**config.mk**
```make
export PLATFORM = sky130hd
export DESIGN_NAME = sorted_priority_queue
export DESIGN_NICKNAME = d
export VERILOG_FILES = /design/src/sv/spq_pkg.sv /design/src/sv/spq_store.sv /design/src/sv/sorted_priority_queue.sv
export SDC_FILE = /design/constraint.sdc
export NUM_CORES = 1
export LEC_CHECK = 0
export BUFFER_PORTS_ARGS = -buffer_cell sky130_fd_sc_hd__buf_4
export CAP_MARGIN = 25
export CORE_MARGIN = 2
export CORE_UTILIZATION = 53
export DETAILED_ROUTE_END_ITERATION = 12
export GPL_TIMING_DRIVEN = 1
export PLACE_DENSITY = 0.79
export SYNTH_ARGS = -nofsm -noshare
export SYNTH_HDL_FRONTEND = slang
export SYNTH_SLANG_ARGS = --single-unit
```
**constraint.sdc**
```tcl
create_clock -name clk -period 6.45 [get_ports clk]
set_clock_uncertainty 0.2 [all_clocks]
set_input_delay 0.645 -clock clk [delete_from_list [all_inputs] [get_ports clk]]
set_output_delay 0.645 -clock clk [all_outputs]
set_load 0.1 [all_outputs]
```
**src/sv/spq_pkg.sv**
```systemverilog
// Shared types and codes for the sorted priority queue.
// No dependencies; used by sorted_priority_queue.
package spq_pkg;

	// command codes on the cmd port
	localparam logic [2:0] CMD_ENQ   = 3'd0;
	localparam logic [2:0] CMD_DEQ   = 3'd1;
	localparam logic [2:0] CMD_RMAT  = 3'd2;
	localparam logic [2:0] CMD_RMTAG = 3'd3;
	localparam logic [2:0] CMD_RDAT  = 3'd4;

	// config register indexes
	localparam logic REG_ORDER = 1'b0;
	localparam logic REG_TIE   = 1'b1;

	typedef enum logic [1:0] {
		STAT_OK       = 2'd0,
		STAT_FULL     = 2'd1,
		STAT_EMPTY    = 2'd2,
		STAT_NOTFOUND = 2'd3
	} status_t;

	typedef enum logic [2:0] {
		S_IDLE,
		S_ENQ_RD,
		S_ENQ_CMP,
		S_ENQ_WR,
		S_FIND_RD,
		S_FIND_CHK,
		S_SH_RD,
		S_SH_WR
	} state_t;

endpackage

```
**src/sv/spq_store.sv**
```systemverilog
// Entry store for the sorted priority queue: one write port, one read port,
// registered read data. No dependencies.
module spq_store #(
	parameter int DEPTH = 16,
	parameter int WIDTH = 48
) (
	input  logic                     clk,
	input  logic                     wr_en,
	input  logic [$clog2(DEPTH)-1:0] wr_addr,
	input  logic [WIDTH-1:0]         wr_data,
	input  logic                     rd_en,
	input  logic [$clog2(DEPTH)-1:0] rd_addr,
	output logic [WIDTH-1:0]         rd_data
);

	logic [WIDTH-1:0] mem_q [DEPTH];

	always_ff @(posedge clk) begin
		if (wr_en) begin
			mem_q[wr_addr] <= wr_data;
		end
	end

	always_ff @(posedge clk) begin
		if (rd_en) begin
			rd_data <= mem_q[rd_addr];
		end
	end

endmodule

```
**src/sv/sorted_priority_queue.sv**
```systemverilog
// Sorted priority queue: sequencer, key/tag compare unit and config registers.
// Depends on spq_pkg and spq_store.
//
//  channel   | ports                                          | handshake
//  ----------+------------------------------------------------+---------------------------
//  command   | cmd, key, tag, index                           | taken when start && !busy
//  result    | status, out_valid, out_key, out_tag, count,    | one-cycle strobe on done
//            | empty_res                                      |
//  config    | psel, penable, pwrite, paddr, pwdata, prdata   | APB write, pready always 1
//
// Work per command:
//   enqueue: shift back the entries the new key beats; remove: move later entries up;
//   search by tag: scan entries until the tag matches, then move later entries up;
//   read at index: read the one entry; any rejected command: reported without touching the store.
// Every entry moves through the single memory read port and one compare unit.
// Reset clears the fill count and config; the store needs no clearing pass.
// busy is high from the cycle after acceptance until done pulses; a rejected command
// never raises it. Results cannot be stalled.
module sorted_priority_queue #(
	parameter int DEPTH     = 16,
	parameter int KEY_WIDTH = 32,
	parameter int TAG_WIDTH = 16
) (
	input  logic                 clk,
	input  logic                 arst_n,
	// command
	input  logic                 start,
	output logic                 busy,
	input  logic [2:0]           cmd,
	input  logic [KEY_WIDTH-1:0] key,
	input  logic [TAG_WIDTH-1:0] tag,
	input  logic [3:0]           index,
	// result
	output logic                 done,
	output logic [1:0]           status,
	output logic                 out_valid,
	output logic [KEY_WIDTH-1:0] out_key,
	output logic [TAG_WIDTH-1:0] out_tag,
	output logic [4:0]           count,
	output logic                 empty_res,
	// config
	input  logic                 psel,
	input  logic                 penable,
	input  logic                 pwrite,
	input  logic [2:0]           paddr,
	input  logic [31:0]          pwdata,
	output logic [31:0]          prdata,
	output logic                 pready
);

	localparam int AW = $clog2(DEPTH);
	localparam int CW = $clog2(DEPTH + 1);
	localparam int PW = (CW > 4) ? CW : 4;
	localparam int EW = KEY_WIDTH + TAG_WIDTH;

	spq_pkg::state_t  state_q, state_d;
	logic [CW-1:0]    fill_q;
	logic [CW-1:0]    pos_q, pos_d, pos_m1, pos_p1;
	logic [2:0]       cmd_q;
	logic [KEY_WIDTH-1:0] key_q;
	logic [TAG_WIDTH-1:0] tag_q;
	logic             order_q, tie_q;

	logic             rd_en, wr_en;
	logic [AW-1:0]    rd_addr, wr_addr;
	logic [EW-1:0]    wr_data, rd_data;
	logic [KEY_WIDTH-1:0] rd_key;
	logic [TAG_WIDTH-1:0] rd_tag;

	logic             fin, fin_valid, fill_inc, fill_dec, hit_cap;
	spq_pkg::status_t fin_status;
	logic             beats, tag_hit, cfg_wr, accept;
	logic             status_bad;

	spq_pkg::status_t status_q;
	logic             valid_q, done_q;
	logic [KEY_WIDTH-1:0] okey_q;
	logic [TAG_WIDTH-1:0] otag_q;

	spq_store #(
		.DEPTH(DEPTH),
		.WIDTH(EW)
	) u_store (
		.clk    (clk),
		.wr_en  (wr_en),
		.wr_addr(wr_addr),
		.wr_data(wr_data),
		.rd_en  (rd_en),
		.rd_addr(rd_addr),
		.rd_data(rd_data)
	);

	assign rd_key = rd_data[EW-1:TAG_WIDTH];
	assign rd_tag = rd_data[TAG_WIDTH-1:0];
	assign pos_m1 = pos_q - 1'b1;
	assign pos_p1 = pos_q + 1'b1;

	// shared compare unit: does the new key go ahead of the stored one
	always_comb begin
		if (key_q == rd_key) begin
			beats = tie_q;
		end else if (order_q) begin
			beats = key_q > rd_key;
		end else begin
			beats = key_q < rd_key;
		end
	end
	assign tag_hit = (cmd_q != spq_pkg::CMD_RMTAG) || (rd_tag == tag_q);

	assign busy   = state_q != spq_pkg::S_IDLE;
	assign accept = start && !busy;

	// config port
	assign pready = 1'b1;
	assign cfg_wr = psel && penable && pwrite;
	assign prdata = {31'b0, (paddr[2] == spq_pkg::REG_TIE) ? tie_q : order_q};

	always_ff @(posedge clk or negedge arst_n) begin
		if (!arst_n) begin
			order_q <= 1'b0;
			tie_q   <= 1'b0;
		end else if (cfg_wr) begin
			if (paddr[2] == spq_pkg::REG_ORDER) begin
				order_q <= pwdata[0];
			end else begin
				tie_q <= pwdata[0];
			end
		end
	end

	// sequencer
	always_comb begin
		state_d    = state_q;
		pos_d      = pos_q;
		rd_en      = 1'b0;
		rd_addr    = pos_q[AW-1:0];
		wr_en      = 1'b0;
		wr_addr    = pos_q[AW-1:0];
		wr_data    = {key_q, tag_q};
		fin        = 1'b0;
		fin_valid  = 1'b0;
		fin_status = spq_pkg::STAT_OK;
		fill_inc   = 1'b0;
		fill_dec   = 1'b0;
		hit_cap    = 1'b0;
		case (state_q)
			spq_pkg::S_IDLE: begin
				if (start) begin
					case (cmd)
						spq_pkg::CMD_ENQ: begin
							if (fill_q == CW'(DEPTH)) begin
								fin        = 1'b1;
								fin_status = spq_pkg::STAT_FULL;
							end else begin
								pos_d   = fill_q;
								state_d = (fill_q == '0) ? spq_pkg::S_ENQ_WR
								                         : spq_pkg::S_ENQ_RD;
							end
						end
						spq_pkg::CMD_DEQ, spq_pkg::CMD_RMAT, spq_pkg::CMD_RDAT: begin
							if (fill_q == '0 ||
							    (cmd != spq_pkg::CMD_DEQ && PW'(index) >= PW'(fill_q))) begin
								fin        = 1'b1;
								fin_status = spq_pkg::STAT_EMPTY;
							end else begin
								pos_d   = (cmd == spq_pkg::CMD_DEQ) ? '0 : CW'(index);
								state_d = spq_pkg::S_FIND_RD;
							end
						end
						spq_pkg::CMD_RMTAG: begin
							if (fill_q == '0) begin
								fin        = 1'b1;
								fin_status = spq_pkg::STAT_EMPTY;
							end else begin
								pos_d   = '0;
								state_d = spq_pkg::S_FIND_RD;
							end
						end
						default: begin
							fin = 1'b1;
						end
					endcase
				end
			end
			spq_pkg::S_ENQ_RD: begin
				rd_en   = 1'b1;
				rd_addr = pos_m1[AW-1:0];
				state_d = spq_pkg::S_ENQ_CMP;
			end
			spq_pkg::S_ENQ_CMP: begin
				if (beats) begin
					// move the entry one place back and keep walking toward the head
					wr_en   = 1'b1;
					wr_data = rd_data;
					pos_d   = pos_m1;
					state_d = (pos_m1 == '0) ? spq_pkg::S_ENQ_WR : spq_pkg::S_ENQ_RD;
				end else begin
					state_d = spq_pkg::S_ENQ_WR;
				end
			end
			spq_pkg::S_ENQ_WR: begin
				wr_en    = 1'b1;
				fin      = 1'b1;
				fill_inc = 1'b1;
				state_d  = spq_pkg::S_IDLE;
			end
			spq_pkg::S_FIND_RD: begin
				rd_en   = 1'b1;
				state_d = spq_pkg::S_FIND_CHK;
			end
			spq_pkg::S_FIND_CHK: begin
				if (!tag_hit) begin
					if (pos_p1 == fill_q) begin
						fin        = 1'b1;
						fin_status = spq_pkg::STAT_NOTFOUND;
						state_d    = spq_pkg::S_IDLE;
					end else begin
						pos_d   = pos_p1;
						state_d = spq_pkg::S_FIND_RD;
					end
				end else begin
					hit_cap = 1'b1;
					if (cmd_q == spq_pkg::CMD_RDAT) begin
						fin       = 1'b1;
						fin_valid = 1'b1;
						state_d   = spq_pkg::S_IDLE;
					end else if (pos_p1 == fill_q) begin
						fin       = 1'b1;
						fin_valid = 1'b1;
						fill_dec  = 1'b1;
						state_d   = spq_pkg::S_IDLE;
					end else begin
						pos_d   = pos_p1;
						state_d = spq_pkg::S_SH_RD;
					end
				end
			end
			spq_pkg::S_SH_RD: begin
				rd_en   = 1'b1;
				state_d = spq_pkg::S_SH_WR;
			end
			spq_pkg::S_SH_WR: begin
				// close the gap: entry at pos moves up to pos-1
				wr_en   = 1'b1;
				wr_addr = pos_m1[AW-1:0];
				wr_data = rd_data;
				pos_d   = pos_p1;
				if (pos_p1 == fill_q) begin
					fin       = 1'b1;
					fin_valid = 1'b1;
					fill_dec  = 1'b1;
					state_d   = spq_pkg::S_IDLE;
				end else begin
					state_d = spq_pkg::S_SH_RD;
				end
			end
			default: begin
				state_d = spq_pkg::S_IDLE;
			end
		endcase
	end

	always_ff @(posedge clk or negedge arst_n) begin
		if (!arst_n) begin
			state_q <= spq_pkg::S_IDLE;
			fill_q  <= '0;
			done_q  <= 1'b0;
		end else begin
			state_q <= state_d;
			done_q  <= fin;
			if (fill_inc) begin
				fill_q <= fill_q + 1'b1;
			end else if (fill_dec) begin
				fill_q <= fill_q - 1'b1;
			end
		end
	end

	always_ff @(posedge clk) begin
		pos_q <= pos_d;
		if (accept) begin
			cmd_q <= cmd;
			key_q <= key;
			tag_q <= tag;
		end
		if (fin) begin
			status_q <= fin_status;
			valid_q  <= fin_valid;
		end
		if (hit_cap) begin
			okey_q <= rd_key;
			otag_q <= rd_tag;
		end else if (fin && !fin_valid) begin
			okey_q <= '0;
			otag_q <= '0;
		end
	end

	// status word sanity flag for the checks below
	assign status_bad = valid_q && (status_q != spq_pkg::STAT_OK);

	assign done      = done_q;
	assign status    = status_q;
	assign out_valid = valid_q;
	assign out_key   = okey_q;
	assign out_tag   = otag_q;
	assign count     = 5'(fill_q);
	assign empty_res = fill_q == '0;

	a_fill_range: assert property (@(posedge clk) disable iff (!arst_n)
		fill_q <= CW'(DEPTH))
		else $error("fill count beyond depth");

	a_done_idle: assert property (@(posedge clk) disable iff (!arst_n)
		done_q |-> state_q == spq_pkg::S_IDLE)
		else $error("result strobe while sequencer busy");

	a_full_reject: assert property (@(posedge clk) disable iff (!arst_n)
		(accept && cmd == spq_pkg::CMD_ENQ && fill_q == CW'(DEPTH))
		|=> done_q && status_q == spq_pkg::STAT_FULL && fill_q == CW'(DEPTH))
		else $error("enqueue on full store not rejected");

	a_write_busy: assert property (@(posedge clk) disable iff (!arst_n)
		wr_en |-> state_q != spq_pkg::S_IDLE)
		else $error("store written while idle");

	a_valid_ok: assert property (@(posedge clk) disable iff (!arst_n)
		done_q |-> !status_bad)
		else $error("valid word with failure status");

endmodule

```
== Word-level counts from Yosys, hierarchy flattened ==
Memories as Yosys holds them, arrays and structs flattened. A register that Yosys moved wholly into a read port is not among the register bits.
Cells that the tools add are included.

* Memories: 1
* Input bits: 96
* Memory bits (writable): 768
* Register bits: 118

{| class="wikitable"
|+ Memories
! name !! words !! bits a word !! read ports !! clocked after Yosys merged registers in !! write ports !! line !! source
|-
| u_store.mem_q || 16 || 48 || 1 || 1 || 1 || spq_store.sv:16 || <nowiki>logic [WIDTH-1:0] mem_q [DEPTH];</nowiki>
|}

* Reduce and logical (&&, ||, !) cells: 24
* Multiplexer cells: 67
* $add $sub $neg: 4
* Order comparisons: 3
* Bitwise operators: 1
* Equal/unequal tests: 25

{| class="wikitable"
|+ Operators with widths
! cell !! number
|-
| case mux 48 bit (2 select lines) || 1
|-
| 2-to-1 mux 32 bit || 2
|-
| 2-to-1 mux 5 bit || 10
|-
| 2-to-1 mux 48 bit || 1
|-
| == test 32 bit || 1
|-
| > comparator 32 bit || 1
|-
| less-than comparator 32 bit || 1
|-
| 2-to-1 mux 16 bit || 2
|-
| 2-to-1 mux 3 bit || 8
|-
| case mux 3 bit (8 select lines) || 1
|-
| 2-to-1 mux 1 bit || 21
|-
| case mux 5 bit (4 select lines) || 1
|-
| == test 3 bit (second input constant) || 6
|-
| == test 16 bit || 1
|-
| 2-to-1 mux 2 bit || 8
|-
| case mux 5 bit (3 select lines) || 1
|-
| == test 3 x 2 -> 1 bit (second input constant) || 4
|-
| 2-to-1 mux 4 bit || 3
|-
| inequality test 3 bit (second input constant) || 4
|-
| adder 5 x 1 -> 5 bit (second input constant) || 2
|-
| zero test 5 bit || 2
|-
| subtractor 5 x 1 -> 5 bit (second input constant) || 2
|-
| case mux 3 bit (3 select lines) || 1
|-
| AND reduction 8 bit || 1
|-
| 25 further kinds || 39
|}

== Longest topological paths before layout ==
* Depth after elaboration: 10
* Gate-level depth with buffers: 12
* Gate-level depth less buffers: 10

== By module ==
From an unflattened synthesis, not the netlist that was laid out.

* Cells, all modules: 1836
* Area total of the unflattened synthesis: 37253.2 um^2

{| class="wikitable"
|+ Modules (own cells, without submodules)
! module !! area an instance (um^2) !! times used !! cells an instance !! seq. area each (um^2)
|-
| spq_store || 30175.2 || 1 || 1242 || 24503.5
|-
| sorted_priority_queue || 7078.0 || 1 || 594 || 3488.3
|}

== Least setup slack after synthesis ==
Ideal clock, no wire load.

* Path type: register -> register
* Start: register key_q[14]
* End: memory u_store.mem_q[14][0], enable pin
* Buffers on the path: 1
* Cell stages (with the launch flop): 11
* Data required time: 5.737 ns
* Slack: 0.301 ns
* Setup time: 0.513 ns
* Arrival: 5.437 ns
* Path through: edfxtp_1 -> ha_1 -> nand4_1 -> or2_1 -> a211o_1 -> a31oi_1 -> o21a_1 -> or2_1 -> a221oi_2 -> clkbuf_1 -> nor3_1

* Word-level cells in the longest chain between the ends: 7
* Elaborated cells on any way between the ends: 9
* Classes of those cells: order compare: 2; eq/ne: 1; mux: 6

{| class="wikitable"
|+ Ends and longest elaborated chain
! what !! line !! source
|-
| from (decl) || sorted_priority_queue.sv:60 || <nowiki>logic [KEY_WIDTH-1:0] key_q;</nowiki>
|-
| from (signal assigned) || sorted_priority_queue.sv:283 || <nowiki>key_q <= key;</nowiki>
|-
| less-than comparator 32 bit or > comparator 32 bit (tied branches) || sorted_priority_queue.sv:105, sorted_priority_queue.sv:103 ||
|-
| 2-to-1 mux 1 bit || sorted_priority_queue.sv:102 || <nowiki>end else if (order_q) begin</nowiki>
|-
| 2-to-1 mux 1 bit * || sorted_priority_queue.sv:100 || <nowiki>if (key_q == rd_key) begin</nowiki>
|-
| 2-to-1 mux 1 bit * || sorted_priority_queue.sv:191 || <nowiki>if (beats) begin</nowiki>
|-
| case mux 1 bit (2 select lines) * || sorted_priority_queue.sv:146 || <nowiki>case (state_q)</nowiki>
|-
| 2-to-1 mux 1 bit * || spq_store.sv:19 || <nowiki>if (wr_en) begin</nowiki>
|-
| 2-to-1 mux 1 bit (not written as such) * || spq_store.sv:20 || <nowiki>mem_q[wr_addr] <= wr_data;</nowiki>
|-
| to (decl) || spq_store.sv:16 ||
|}

Mark *: on every way between the ends. The rest lies on a longest branch, timed or not.

== Final worst setup path ==
* Start: register key_q[31]
* End: memory u_store.mem_q[13][14], data pin

* Word-level cells in the longest chain between the ends: 5
* Elaborated cells on any way between the ends: 7
* Classes of those cells: order compare: 2; eq/ne: 1; mux: 4

{| class="wikitable"
|+ Ends and longest elaborated chain
! what !! line !! source
|-
| less-than comparator 32 bit or > comparator 32 bit (tied branches) || sorted_priority_queue.sv:105, sorted_priority_queue.sv:103 ||
|-
| 2-to-1 mux 1 bit || sorted_priority_queue.sv:102 ||
|-
| 2-to-1 mux 1 bit * || sorted_priority_queue.sv:100 ||
|-
| 2-to-1 mux 48 bit * || sorted_priority_queue.sv:191 ||
|-
| case mux 48 bit (2 select lines) * || sorted_priority_queue.sv:146 ||
|-
| net u_store.wr_data[14] || spq_store.sv:10 || <nowiki>input logic [WIDTH-1:0] wr_data,</nowiki>
|}

The timed path passes the listed nets; every way through them passes the cells marked *.

==> impl_metrics.env <==
export IMPL_ys_seq_area_share_pct=75.1
export IMPL_max_slew_margin_pct=27.4
export IMPL_post_cts_resize_count=0
export IMPL_postCtsSetupRepairBufs=0
export IMPL_ctsHoldBuffers=50
export IMPL_worst_endpoint_arrival_ns=4.77
export IMPL_synth_cell_type_count=54
export IMPL_syn_cell_area_um2=37300
export IMPL_critical_path_class="reg2reg"
export IMPL_dr_pass1_iters=6
export IMPL_synth_top_family_by_area="multiplexers"
export IMPL_area_delta_synth_final_pct=14.8
export IMPL_number_of_clock_sinks_seen_by_cts=934
export IMPL_gp_congestion=0.839
export IMPL_number_of_enable_flip_flop_cells_after_synthesis=923
export IMPL_async_reset_ff_share_pct=1.18
export IMPL_timing_max_cap_violations=0
export IMPL_commonest_non_fill_non_tap_cell_in_the_layout="sky130_fd_sc_hd__edfxtp_1"
export IMPL_synth_compound_area_share_pct=1.69
export IMPL_cts_inserted_buffers=88
export IMPL_grt_antenna_before_repair=0
export IMPL_r2r_slack_ns=1.84
export IMPL_totalNegativeSetupSlack_ns=0
export IMPL_timing_critical_path_from_type="flop"
export IMPL_drt_initial_drc_count=2577
export IMPL_post_dp_hpwl_um=41900
export IMPL_post_route_period_util_pct=71.4
export IMPL_worstPathMaxFanout=32
export IMPL_leakage_nw=14.1
export IMPL_worstSetupEndpointType="flop"
export IMPL_worst_path_max_delay_cell="sky130_fd_sc_hd__or4_1"
export IMPL_vdd_ir_drop_max_mv=0.624
export IMPL_chip_width_um=269
export IMPL_rsz0062_at_grt="false"
export IMPL_final_layout_size_suffix_gt1_share_pct=30.0
export IMPL_drt_vias_per_instance=6.32
export IMPL_power_density_cell_area_nw_per_um2=508
export IMPL_setup_viol=0
export IMPL_adder_and_majority_gate_portion_of_the_synthesized_area_pct=1.53
export IMPL_worstHoldPathType="in2reg"
export IMPL_synth_simple_gate_area_share_pct=2.46
export IMPL_yosysWarningCount=0
export IMPL_postRouteAntennaNets=0
export IMPL_crit_chain="ha_1 > nand4_1 > or4_1 > a31oi_1 > o21a_1 > or2_1 > a211o_2 > buf_12 > mux2_2"
export IMPL_wl_um=87800
export IMPL_grt_max_degree=105
export IMPL_post_route_min_period_ns=4.61
export IMPL_die_height_um=269
export IMPL_mux_contribution_to_synthesized_area_pct=16.4
export IMPL_finalHoldViolations=0
export IMPL_slew_viol_final=0
export IMPL_max_freq_mhz=217
export IMPL_final_net_count=2120
export IMPL_final_cell_mix="sky130_fd_sc_hd__edfxtp_1 (923), sky130_fd_sc_hd__mux4_2 (240), sky130_fd_sc_hd__buf_4 (160), sky130_fd_sc_hd__clkbuf_16 (88), sky130_fd_sc_hd__nor2_1 (62)"
export IMPL_layout_core_utilization_pct=61.3
export IMPL_first_global_vias=19700
export IMPL_post_layout_nonfiller_instances=2994
export IMPL_place_inst=2777
export IMPL_placementRows=97
export IMPL_syn_inst=1753
export IMPL_cts_clk_slew_worst_paths_ns=0.06
export IMPL_synth_xor_area_share_pct=0.799
export IMPL_track_usage_pct=24.4
export IMPL_die_area_um2=72500
export IMPL_synth_flop_cell="sky130_fd_sc_hd__edfxtp_1"
export IMPL_synth_seq_cells=934
export IMPL_place_port_buffers=122
export IMPL_outcome="finished clean"
export IMPL_clockRootBuffer="sky130_fd_sc_hd__clkbuf_16"
export IMPL_ctsLongestPathBuffers=3
export IMPL_insertedDiodeCount=0
export IMPL_dr_total_vias=18900
export IMPL_clock_tree_htree_level_count=3
export IMPL_synth_avg_cell_area_um2=21.3
export IMPL_wire_length_of_the_first_global_routing_pass_um=129000
export IMPL_max_stage_delay_ns=0.76
export IMPL_cp_data_required_time_ns=6.61
export IMPL_design_core_area_um2=69800
export IMPL_clock_latency_ns=0.67
export IMPL_initial_core_util_pct=53.4
export IMPL_worst_slew_pin_transition_ns=1.09
export IMPL_clock_tree_from_tritoncts="done"
export IMPL_drc=0
export IMPL_number_of_top_level_pins=188
export IMPL_gr_total_overflow=0
export IMPL_route_detailed_wl_per_inst_um=29.3
[cell type report]
class                           instances  area [µm²]
Multi-Input combinational cell        693        8770
Fill cell                            4578       27000
Timing Repair Buffer                  215        1820
Inverter                               47         176
Clock inverter                         57         573
Clock buffer                          108        2280
Sequential cell                       934       28000
Tap cell                              940        1180
[power by group]
group          switching [mW]  internal (mW)
sequential              0.510           8.74
clock                    2.30           2.84
combinational            4.60           2.77
total                    7.41           14.3
[worst max-delay path, delay by kind of cell (launching register included)]
family | cells | cell delay [ns]
AND/OR/NAND/NOR | 3 | 1.29
flip-flops | 1 | 0.40
AO/OA/AOI/OAI | 3 | 1.10
multiplexers | 1 | 0.51
adder cells (fa/ha/maj) | 1 | 0.38
buffers and inverters | 1 | 0.36
[path summary, 6_finish.rpt]
| path | startpoint | end | cells past startpoint |
|---|---|---|---|
| worst max-delay path | key_q[31] | u_store.mem_q[13][14] | 9 |
| worst min-delay path | cmd[0] | cmd_q[0] | 1 |
| worst min register to register | u_store.rd_data[30] | out_key[14] | 2 |
| max in group asynchronous | arst_n | done | 2 |
| min in group asynchronous | arst_n | count[0] | 2 |
| worst max register to register | key_q[31] | u_store.mem_q[13][14] | 9 |
[metrics by stage]
stage	worst slack, ns	instance area [µm²]	hold WS [ns]	power [mW]
floorplan	0.301	37400	0.149	14.5
global placement	2.07	39400	0.292	16.2
detailed placement	1.97	39400	0.295	16.5
CTS	1.91	42700	0.0551	21.7
global route	1.60	42800	0.0779	22.5
finish	1.84	42800	0.0904	21.8
[sequential cells by signal, indices dropped and copies added, names as in the netlist, 2 cells and up]
register,count
out_tag,16
pos_q,5
tag_q,16
state_q,3
u_store.rd_data,48
out_key,32
cmd_q,3
status,2
u_store.mem_q,768
key_q,32
count,5
[synth_stat cells, types with 4 or more instances]
| library cell | number | area [µm²] |
|---|---|---|
| sky130_fd_sc_hd__nand2_1 | 32 | 120 |
| sky130_fd_sc_hd__nand3_1 | 9 | 45.0 |
| sky130_fd_sc_hd__and2_1 | 20 | 125 |
| sky130_fd_sc_hd__mux2i_1 | 4 | 40.0 |
| sky130_fd_sc_hd__xor2_1 | 23 | 201 |
| sky130_fd_sc_hd__xnor2_1 | 11 | 96.3 |
| sky130_fd_sc_hd__edfxtp_1 | 923 | 27700 |
| sky130_fd_sc_hd__nor2b_1 | 5 | 31.3 |
| sky130_fd_sc_hd__mux4_2 | 240 | 5410 |
| sky130_fd_sc_hd__dfrtp_1 | 11 | 275 |
| sky130_fd_sc_hd__mux2_2 | 32 | 360 |
| sky130_fd_sc_hd__o31ai_1 | 4 | 30.0 |
| sky130_fd_sc_hd__a21o_1 | 4 | 30.0 |
| sky130_fd_sc_hd__nor3_1 | 25 | 125 |
| sky130_fd_sc_hd__o21a_1 | 4 | 30.0 |
| sky130_fd_sc_hd__ha_1 | 44 | 551 |
| sky130_fd_sc_hd__inv_1 | 47 | 176 |
| sky130_fd_sc_hd__nand4_1 | 13 | 81.3 |
| sky130_fd_sc_hd__a21oi_1 | 35 | 175 |
| sky130_fd_sc_hd__buf_4 | 32 | 240 |
| sky130_fd_sc_hd__clkbuf_1 | 46 | 173 |
| sky130_fd_sc_hd__o21ai_0 | 15 | 75.1 |
| sky130_fd_sc_hd__o211ai_1 | 4 | 30.0 |
| sky130_fd_sc_hd__buf_1 | 5 | 18.8 |
| sky130_fd_sc_hd__buf_2 | 23 | 115 |
| sky130_fd_sc_hd__nor4_1 | 7 | 43.8 |
| sky130_fd_sc_hd__a211oi_1 | 7 | 52.6 |
| sky130_fd_sc_hd__mux2_4 | 20 | 300 |
| sky130_fd_sc_hd__nor2_1 | 62 | 233 |
[metal layers]
metal / vias up / track usage, % / share of wire, %
li1: 7614 / - / -
met1: 9803 / 31.4 / 36
met2: 1296 / 40.9 / 51
met3: 208 / 4.60 / 9.4
met4: 0 / 10.4 / 3.6
met5: - / 0 / 0
[logic make-up (layout without fill, tap and decap cells)]
group                      after synthesis  count (layout)
DFF                                    934             934
muxes                                  296             296
and+or+nand+nor                        188             188
buffers and inverters                  156             427
AOI/OAI and AO/OA                       98              98
adders and majority gates               45              45
xor gates and xnor gates                34              34
other                                    2              32
Power figures use the tool's default switching activity.
